==> src/design/eci_pkg.sv <==
package eci_pkg;

	// Datapath widths.
	localparam int VW    = 52;  // vectoring x/y, Q16 metres
	localparam int AW    = 34;  // angles, units of pi/2^31
	localparam int RW    = 34;  // sine rotation x/y, Q30
	localparam int RHO_W = 49;  // equatorial distance, Q16 metres
	localparam int AC_W  = 40;  // a*C, Q16 metres

	localparam int SQRT_STEPS = 32;
	localparam int DIV_STEPS  = 31;

	localparam logic [31:0]          INV_GAIN_Q32 = 32'd2608131496;
	localparam logic signed [RW-1:0] INV_GAIN_Q30 = 34'sd652032874;
	localparam logic [31:0]          RATE_LO      = 32'd2730362134;
	localparam logic [31:0]          RATE_HI      = 32'd45;
	localparam logic signed [AW-1:0] PI_ANG       = 34'sd2147483648;
	localparam logic signed [AW-1:0] HALF_ANG     = 34'sd1073741824;
	localparam logic [31:0]          DIV_SEED     = 32'h20000000;

	localparam int CFG_AW = 2;
	localparam logic [CFG_AW-1:0] REG_GMST = 2'd0;
	localparam logic [CFG_AW-1:0] REG_SEMI = 2'd1;
	localparam logic [CFG_AW-1:0] REG_ECC  = 2'd2;

	// Per-word side data that travels down the whole pipeline.
	typedef struct packed {
		logic                axis;
		logic                zpos;
		logic                zneg;
		logic [31:0]         lon;
		logic [RHO_W-1:0]    rho;
		logic signed [47:0]  z16;
		logic [30:0]         us;
		logic                sneg;
		logic [AC_W-1:0]     ac16;
	} item_t;

	function automatic logic [31:0] atan_entry(input int idx);
		logic [31:0] r;
		case (idx)
			0: r = 32'h20000000;  1: r = 32'h12E4051E;  2: r = 32'h09FB385B;
			3: r = 32'h051111D4;  4: r = 32'h028B0D43;  5: r = 32'h0145D7E1;
			6: r = 32'h00A2F61E;  7: r = 32'h00517C55;  8: r = 32'h0028BE53;
			9: r = 32'h00145F2F; 10: r = 32'h000A2F98; 11: r = 32'h000517CC;
			12: r = 32'h00028BE6; 13: r = 32'h000145F3; 14: r = 32'h0000A2FA;
			15: r = 32'h0000517D; 16: r = 32'h000028BE; 17: r = 32'h0000145F;
			18: r = 32'h00000A30; 19: r = 32'h00000518; 20: r = 32'h0000028C;
			21: r = 32'h00000146; 22: r = 32'h000000A3; 23: r = 32'h00000051;
			24: r = 32'h00000029; 25: r = 32'h00000014; 26: r = 32'h0000000A;
			27: r = 32'h00000005; 28: r = 32'h00000003; 29: r = 32'h00000001;
			30: r = 32'h00000001;
			default: r = 32'h00000000;
		endcase
		return r;
	endfunction

endpackage

==> src/design/eci_div_cell.sv <==
module eci_div_cell import eci_pkg::*; (
	input  logic        clk,
	input  logic        arst_n,
	input  logic        en,
	input  logic        vi,
	input  logic [31:0] rem_i,
	input  logic [30:0] quo_i,
	input  logic [31:0] den_i,
	input  item_t       ii,
	output logic        vo,
	output logic [31:0] rem_o,
	output logic [30:0] quo_o,
	output logic [31:0] den_o,
	output item_t       io
);
	logic [32:0] shifted;
	assign shifted = {rem_i, 1'b0};

	always_ff @(posedge clk or negedge arst_n) begin
		if (!arst_n) begin
			vo <= 1'b0;
		end else if (en) begin
			vo <= vi;
		end
	end

	// Restoring division, one quotient bit per cell.
	always_ff @(posedge clk) begin
		if (en) begin
			io    <= ii;
			den_o <= den_i;
			if (shifted >= {1'b0, den_i}) begin
				rem_o <= 32'(shifted - {1'b0, den_i});
				quo_o <= {quo_i[29:0], 1'b1};
			end else begin
				rem_o <= shifted[31:0];
				quo_o <= {quo_i[29:0], 1'b0};
			end
		end
	end
endmodule

==> config.mk <==
export PLATFORM = sky130hd
export DESIGN_NAME = eci_div_cell
export DESIGN_NICKNAME = d
export VERILOG_FILES = /design/src/design/eci_pkg.sv /design/src/design/eci_div_cell.sv
export SDC_FILE = /design/constraint.sdc
export NUM_CORES = 1
export LEC_CHECK = 0
export BUFFER_PORTS_ARGS = -buffer_cell sky130_fd_sc_hd__buf_4
export CAP_MARGIN = 40
export CORE_AREA = 2 2 238 240
export CTS_CLUSTER_SIZE = 10
export DETAILED_ROUTE_END_ITERATION = 7
export DIE_AREA = 0 0 240 242
export HOLD_SLACK_MARGIN = 0.02
export PLACE_DENSITY = 0.52
export SETUP_SLACK_MARGIN = 0.1
export SLEW_MARGIN = 10
export SYNTH_ARGS = -nofsm -noshare
export SYNTH_HDL_FRONTEND = slang
export SYNTH_SLANG_ARGS = --single-unit
==> constraint.sdc <==
create_clock -name clk -period 0.9 [get_ports clk]
set_input_delay 0.045 -clock clk [delete_from_list [all_inputs] [get_ports clk]]
set_output_delay 0.045 -clock clk [all_outputs]
set_load 0.005 [all_outputs]
Word level (Yosys, flattened, before mapping)
Cells that the tools add are included.
- magnitude comparators: 1
- add/sub/neg operators: 1
- muxes and demuxes: 2
- operators with widths (kind ; number):
    $ge A33 B32 Y1 ; 1
    $mux W32 ; 1
    $sub A32 B32 Y32 ; 1
    $mux W1 ; 1
- bits of input ports: 303
- flip-flop bits (word level): 300
- output and inout bits: 300

Depth between registers and ports, before layout
Gate-level depths: netlist of the first run.
- depth in word-level cells: 2
- depth in mapped cells: 14
- mapped depth without buffers: 11

Least setup slack after synthesis of the first run
Ideal clock, no wire load.
- path kind: input -> register
- start point: input den_i[10]
- end point: register rem_o[10] (data pin)
- library setup time: 0.260 ns
- data required time: 0.640 ns
- path buffers: 2
- path slack: -1.851 ns
- cell stages on the path: 13
- arrival time: 2.491 ns
- cells stage by stage: inv_1 -> ha_1 -> a211oi_2 -> nor2_1 -> or4b_4 -> o2111ai_2 -> a21oi_2 -> o21ai_4 -> and3_4 -> buf_12 -> inv_8 -> buf_12 -> mux2_4
- longest elaborated chain between the ends: 2
- elaborated cells on any way between the ends: 3
- classes of those cells: add/sub: 1; order compare: 1; mux: 1
- ends and longest elaborated chain (what ; RTL line ; RTL):
    from (decl) ; eci_div_cell.sv:8 ; input logic [31:0] den_i,
    $sub A32 B32 Y32 or $ge A33 B32 Y1 (tied branches) ; eci_div_cell.sv:33, eci_div_cell.sv:32 ;
    $mux W32 * ; eci_div_cell.sv:32 ; if (shifted >= {1'b0, den_i}) begin
    to (signal assigned) ; eci_div_cell.sv:33 ; rem_o <= 32'(shifted - {1'b0, den_i});
    to (signal assigned) ; eci_div_cell.sv:36 ; rem_o <= shifted[31:0];
    to (decl) ; eci_div_cell.sv:11 ; output logic [31:0] rem_o,
Mark *: on every way between the ends. The rest lies on a longest branch, timed or not.
A chain may end at the register's enable or synchronous reset.

Worst setup path in the final report of the first run
- start point: input rem_i[9]
- end point: register rem_o[13] (data pin)
- longest elaborated chain between the ends: 2
- elaborated cells on any way between the ends: 3
- classes of those cells: add/sub: 1; order compare: 1; mux: 1
- ends and longest elaborated chain (what ; RTL line ; RTL):
    from (decl) ; eci_div_cell.sv:6 ; input logic [31:0] rem_i,
    $sub A32 B32 Y32 or $ge A33 B32 Y1 (tied branches) ; eci_div_cell.sv:33, eci_div_cell.sv:32 ;
    $mux W32 * ; eci_div_cell.sv:32 ;
Marks and branches as above.

==> flow_metrics.py, run 1 <==
metrics = {
    "run": {
        "drv_cap": 0,
    },
    "sta": {
        "relSlewSlack_pct": 65.9,
        "max_freq_mhz": 475,
        "period_share_pct": 234,
        "skew_ps": 0,
        "drv_slew": 0,
        "min_period_ps": 2100,
        "finalHoldViolCount": 19,
        "whs_ps": -31.1,
        "setup_slack_ps": -1200,
        "setup_tns_ps": -99450,
        "worstMarginPinSlew_ps": 507,
        "rsz0062_at_grt": "true",
        "setup_viol": 337,
    },
    "grt": {
        "grt_start_max_net_pins": 29,
        "first_global_vias": 10572,
        "antenna_found_initial": 7,
        "grt_use_total_pct": 15.3,
        "grt_pass1_wl_um": 66100,
        "overflow": 0,
    },
    "clock_network": {
        "htree_levels": 2,
        "cts_root_buf": "clkbuf_16",
        "cts_tree": "yes",
        "clkLatencyLatePin_ps": 540,
        "cts_buffers": 38,
        "clock_sinks": 300,
        "path_clk_slew_ps": 60,
        "clockBufferDepth": 3,
    },
    "synthesis": {
        "syn_avg_cell_area_um2": 18.4,
        "syn-num-nets": 957,
        "synth_flop_cell": "edfxtp_1",
        "synth-seq-area-share_pct": 78.8,
        "ys_ff_latch": 300,
        "synth_area_leader_cell": "edfxtp_1",
        "async_flop_share_pct": 0.333,
        "synth_cell_type_count": 57,
        "synth_area_mm2": 0.0114,
        "synth_edf_count": 299,
        "synth_top_area_share_pct": 78.5,
        "ys_warn_count": 0,
        "synthCells": 621,
        "synthTopCellsByArea": "edfxtp_1, ha_1, mux2_4, inv_1, xnor2_1",
    },
    "critical_path": {
        "cp.arrival_ps": 2400,
        "crit_fanout": 28,
        "end_kind": "flip-flop",
        "required_ps": 1190,
        "crit_path_start_kind": "input pin",
        "crit_type": "in -> reg",
    },
    "floorplanning": {
        "core_area_mm2": 0.0557,
        "row_count": 87,
        "die_h_um": 242,
        "start_util_pct": 20.5,
        "dieArea_mm2": 0.0581,
        "fp.dieW_um": 240,
        "io_pins": 603,
    },
    "power_and_ir_drop": {
        "peakVddDrop_v": 0.00145,
        "fin_total_pwr_mw": 39.4,
        "leakage_nw": 9.87,
        "power.density_mw_per_mm2": 1700,
    },
    "drt": {
        "drt-total-wl_um": 46600,
        "via_count": 9779,
        "drt_iter0_drc": 327,
        "wire_per_inst_um": 18.7,
        "drtPass1Iterations": 4,
        "drcViolationCount": 0,
        "final_antenna_net_count": 0,
        "vias_per_cell": 3.92,
    },
    "final_layout": {
        "stdcell_area_mm2": 0.0232,
        "drive_above_1_share_pct": 51.0,
        "syn_to_final_growth_pct": 103,
        "nets": 2048,
        "fillers": 5124,
    },
    "placement": {
        "numPortBuffers": 601,
        "place_area_mm2": 0.0182,
        "pre_cts_ws_ps": -1840,
        "gp_routability_congestion": 0.820,
        "hpwl_um": 34300,
    },
    "run_status": {
        "violations": "negative hold slack, negative setup slack",
        "status": "finished, violations left",
    },
    "hold_path": {
        "hold_class": "in -> reg",
    },
}
==> cell families after synthesis <==
family                     after synthesis  share of synthesized area (%)
and+or+nand+nor                         82                           3.84
buffers and inverters                   49                           2.10
DFF                                    300                           78.8
adders and majority gates               33                           3.68
AOI/OAI and AO/OA                      102                           6.15
xor gates and xnor gates                25                           1.92
muxes                                   30                           3.56
==> power breakdown <==
part	internal [mW]	total, mW	switching [mW]
registers	16.8	17.4	0.532
logic	5.20	8.26	3.06
clock network	8.01	13.8	5.76
==> final timing paths <==
kind | slack [ps] | start | end | cells past startpoint
worst max-delay path | -1200 | rem_i[9] | rem_o[13] | 11
min in group asynchronous | 340 | arst_n | vo | 3
worst min-delay path | -30 | en | rem_o[16] | 2
max in group asynchronous | 460 | arst_n | vo | 3
worst min register to register | 540 | vo | vo | 1
worst max register to register | 140 | vo | vo | 1
==> what timing repair did <==
| item | in CTS | in global routing |
|---|---|---|
| resized for setup | 121 | 88 |
| hold buffers | 300 | 2 |
| setup buffers | 3 | 3 |
| hold endpoints to repair | 344 | 27 |
| pin swaps | 18 | 6 |
| endpoints found under the setup margin | 333 | 337 |
==> worst max-delay path, stage by stage <==
cell       delay, ps
buf_8            100
ha_4             240
a211oi_4         250
nor2_2            80
or4b_4           520
o2111ai_4        250
a21oi_4          100
o21ai_4          130
and3_4           260
inv_12           110
mux2_4           310
==> Yosys cell counts, types with 3 or more instances <==
master / n
o21ai_0: 18
or3_1: 3
nor2_1: 18
a31oi_1: 4
ha_1: 32
a211oi_1: 3
inv_1: 35
edfxtp_1: 299
a21o_1: 15
nand2_1: 15
nor2b_1: 4
xnor2_1: 14
xor2_1: 11
mux2_4: 19
o31ai_1: 6
nand2b_1: 3
o211ai_1: 4
clkbuf_1: 9
mux2_2: 9
and3_1: 3
nand3_1: 6
buf_12: 3
o21a_1: 7
a21boi_0: 4
nand4_1: 12
nor3_1: 4
and2_1: 4
a21oi_1: 23
==> sequential cells by signal (all words and copies together), names as in the netlist <==
name,count
rem_o,32
den_o,32
quo_o,31
io,204
vo,1
==> cells in the final DEF (no fill, tap or decap), types with 4 or more instances in the layout <==
master         synthesis  routed
nor2b_1                4       4
nand3_1                6       6
inv_1                 35      32
mux2_2                 9       9
ha_1                  32      21
o21ai_0               18      15
o211ai_1               4       4
dlygate4sd3_1          0     301
ha_4                   0      11
buf_4                  0     580
o21a_1                 7       6
clkbuf_1               9      12
mux2_4                19      19
diode_2                0       4
and2_1                 4       4
nor2_1                18      16
xor2_1                11      11
a21o_1                15      15
clkbuf_16              0      39
a21oi_1               23      20
buf_12                 3      13
edfxtp_1             299     299
nand2_1               15      15
buf_6                  0     167
nand4_1               12      12
xnor2_1               14      14
==> layer usage <==
metal / GRT usage, % / up-vias / routed length [um]
li1: - / 4610 / -
met1: 16.3 / 4689 / 16900
met2: 27.4 / 377 / 23900
met3: 4.84 / 93 / 3700
met4: 7.03 / 10 / 2080
met5: 0 / - / 74
==> stage by stage <==
step	instances	utilization [%]	hold slack [ps]
finish	2492	41.7	-31.1
global placement	2121	32.7	-179
CTS	2484	41.0	-316
floorplan	621	-	-251
detailed placement	2121	32.7	-176
global route	2489	41.7	-43.9
==> area by class of cell <==
class / instances / area (um^2) / area share [%]
clock buffer: 52 / 1030 / 4.45
antenna: 4 / 10.0 / 0.0431
tap: 756 / 946 / 4.07
clock inverter: 8 / 58.8 / 0.253
multi-input combinational: 272 / 2480 / 10.7
sequential: 300 / 9000 / 38.7
timing repair buffer: 1064 / 9550 / 41.1
inverter: 36 / 153 / 0.657
(Power assumes the default switching activity.)
==> inputs of run 2 (changes only) <==
--- a/config.mk
+++ b/config.mk
@@ -7,13 +7,14 @@
 export LEC_CHECK = 0
 export BUFFER_PORTS_ARGS = -buffer_cell sky130_fd_sc_hd__buf_4
 export CAP_MARGIN = 40
-export CORE_AREA = 2 2 238 240
+export CORE_AREA = 5 5 234 236
 export CTS_CLUSTER_SIZE = 10
 export DETAILED_ROUTE_END_ITERATION = 7
-export DIE_AREA = 0 0 240 242
+export DIE_AREA = 0 0 239 241
 export HOLD_SLACK_MARGIN = 0.02
-export PLACE_DENSITY = 0.52
+export PLACE_DENSITY = 0.54
 export SETUP_SLACK_MARGIN = 0.1
+export SKIP_CTS_REPAIR_TIMING = 1
 export SLEW_MARGIN = 10
 export SYNTH_ARGS = -nofsm -noshare
 export SYNTH_HDL_FRONTEND = slang
==> constraint.sdc (replaced) <==
create_clock -name clk -period 0.9 [get_ports clk]
set_input_delay 0 -clock clk [delete_from_list [all_inputs] [get_ports clk]]
set_output_delay 0 -clock clk [all_outputs]
set_load 0.005 [all_outputs]
==> run 2 against run 1 <==
Compared with the run above: the run still ends with negative hold slack, negative setup slack left; critical path depth unchanged; combinational power down 0.8%; total power up 1.7%; global-route usage down 0.88 points; cell count down 2.6%; design area down 1.1%; largest cell class unchanged; highest routed layer unchanged.
==> flow_metrics.py, run 2 (synthesis results as in run 1) <==
metrics = {
    "critical_path": {
        "r2r-end": "vo",
        "cp.arrival_ps": 2360,
        "timing.reg2reg.setup_slack_ps": 110,
        "crit_type": "in -> reg",
        "end_kind": "flip-flop",
        "rr_startpoint": "vo",
        "required_ps": 1180,
        "crit_fanout": 28,
        "ff2ff_path_depth": 1,
        "crit_path_start_kind": "input pin",
    },
    "placement": {
        "pre_cts_ws_ps": -1800,
        "gp_routability_congestion": 0.821,
        "hpwl_um": 36900,
        "post-place-cells": 2047,
        "place_area_mm2": 0.0180,
        "numPortBuffers": 601,
    },
    "power_and_ir_drop": {
        "fin_total_pwr_mw": 40.1,
        "combPwrFrac_pct": 20.4,
        "power_switching_mw": 9.43,
        "p_int_mw": 30.6,
        "power.density_mw_per_mm2": 1740,
        "leakage_nw": 9.81,
        "share_clk_of_total_power_pct": 36.3,
        "peakVddDrop_v": 0.00127,
        "seqPwrFrac_pct": 43.3,
        "p_sw_share_pct": 23.5,
    },
    "drt": {
        "wire_per_inst_um": 20.5,
        "drt_iter0_drc": 384,
        "drt-total-wl_um": 49800,
        "drtPass1Iterations": 7,
        "vias_per_cell": 4.05,
        "via_count": 9825,
        "drcViolationCount": 0,
        "final_antenna_net_count": 0,
    },
    "clock_network": {
        "clockBufferDepth": 3,
        "cts_root_buf": "clkbuf_16",
        "htree_levels": 2,
        "cts_tree": "yes",
        "clock_sinks": 300,
        "path_clk_slew_ps": 50,
        "clkLatencyLatePin_ps": 520,
        "cts_buffers": 39,
    },
    "run_status": {
        "violations": "negative hold slack, negative setup slack",
        "status": "finished, violations left",
    },
    "hold_path": {
        "min_path_cells": 1,
        "min_delay_worst_endpoint": "den_o[1]",
        "hold_path.startpoint": "den_i[1]",
        "hold_class": "in -> reg",
    },
    "sta": {
        "period_share_pct": 230,
        "worstMarginPinSlew_ps": 427,
        "rsz0062_at_grt": "true",
        "drv_slew": 0,
        "setup_viol": 333,
        "skew_ps": 0,
        "max_freq_mhz": 483,
        "relSlewSlack_pct": 71.3,
        "setup_tns_ps": -81000,
        "min_period_ps": 2070,
        "setup_slack_ps": -1170,
        "finalHoldViolCount": 2,
        "whs_ps": -317,
    },
    "grt": {
        "grt_use_met1_pct": 15.2,
        "overflow": 0,
        "grtUsageMet2_pct": 27.0,
        "first_global_vias": 8936,
        "grt_pass1_wl_um": 61200,
        "use_met3_pct": 5.95,
        "grt_use_total_pct": 14.4,
        "top_usage_layer": "met2",
        "antenna_found_initial": 11,
        "grt_start_max_net_pins": 57,
    },
    "final_layout": {
        "final_common_cell": "buf_4",
        "reg_top3": "io (204), den_o (32), rem_o (32)",
        "nets": 2042,
        "regMostFlops": "io",
        "largest_reg_flops": 204,
        "stdcell_area_mm2": 0.0230,
        "drive_above_1_share_pct": 50.2,
        "stdcell_count": 2427,
        "syn_to_final_growth_pct": 101,
        "layout_common_cells": "buf_4, dlygate4sd3_1, edfxtp_1, buf_6, clkbuf_16",
        "finish.utilization_pct": 44.0,
    },
    "floorplanning": {
        "fp.dieW_um": 239,
        "row_count": 84,
        "die_h_um": 241,
        "start_util_pct": 21.9,
        "io_pins": 603,
        "core_area_mm2": 0.0522,
        "dieArea_mm2": 0.0576,
    },
    "run": {
        "drv_cap": 0,
    },
}
==> run 2: changes by cell type in the layout (fill, tap and decap cells not counted), sizes merged <==
cell / previous run / this run
bufinv: 0 / 2
clkinv: 5 / 6
dlygate4sd3: 301 / 303
diode: 4 / 9
inv: 38 / 37
clkbuf: 52 / 55
buf: 763 / 754
==> run 2: layer usage <==
layer | vias up | share of wire (%)
met1 | 4790 | 36
met2 | 377 | 54
met4 | 2 | 1.9
li1 | 4595 | -
met5 | - | 0.026
met3 | 61 | 8.1
==> run 2: layout make-up <==
cell class                 count  area, um^2
clock inverter                10         113
inverter                      36         153
antenna                        9        22.5
timing repair buffer        1057        9340
clock buffer                  55        1060
tap                          688         861
fill                        4667       29300
multi-input combinational    272        2430
sequential                   300        9000
==> run 2: how the worst max path moves through the flow <==
stage	startpoint	slack (ps)	endpoint	depth (start not counted)
2_1_floorplan	rem_i[9]	-1630	rem_o[10]	12
3_3_place_gp	den_i[10]	-1780	rem_o[31]	12
3_5_place_dp	rem_i[9]	-1800	rem_o[31]	11
4_1_cts	rem_i[9]	-1230	rem_o[31]	11
5_1_grt	den_i[10]	-1250	rem_o[18]	12
6_report	rem_i[9]	-1170	rem_o[13]	11
==> run 2: power groups by stage <==
stage	logic, mW	clock network [mW]	registers (mW)
after global routing	8.72	15.7	17.5
after global placement	6.58	0	17.5
after detailed placement	6.64	0	17.5
after CTS	6.66	15.1	17.2
after floorplan	1.73	0	17.6
final	8.19	14.5	17.4
==> run 2: worst max-delay path: stages <==
cell and delay (ps):
buf_8 100, ha_4 240, a211oi_4 240, nor2_2 80, or4b_4 520, o2111ai_4 240, a21oi_4 100, o21ai_4 150
and3_4 260, inv_12 100, mux2_4 310
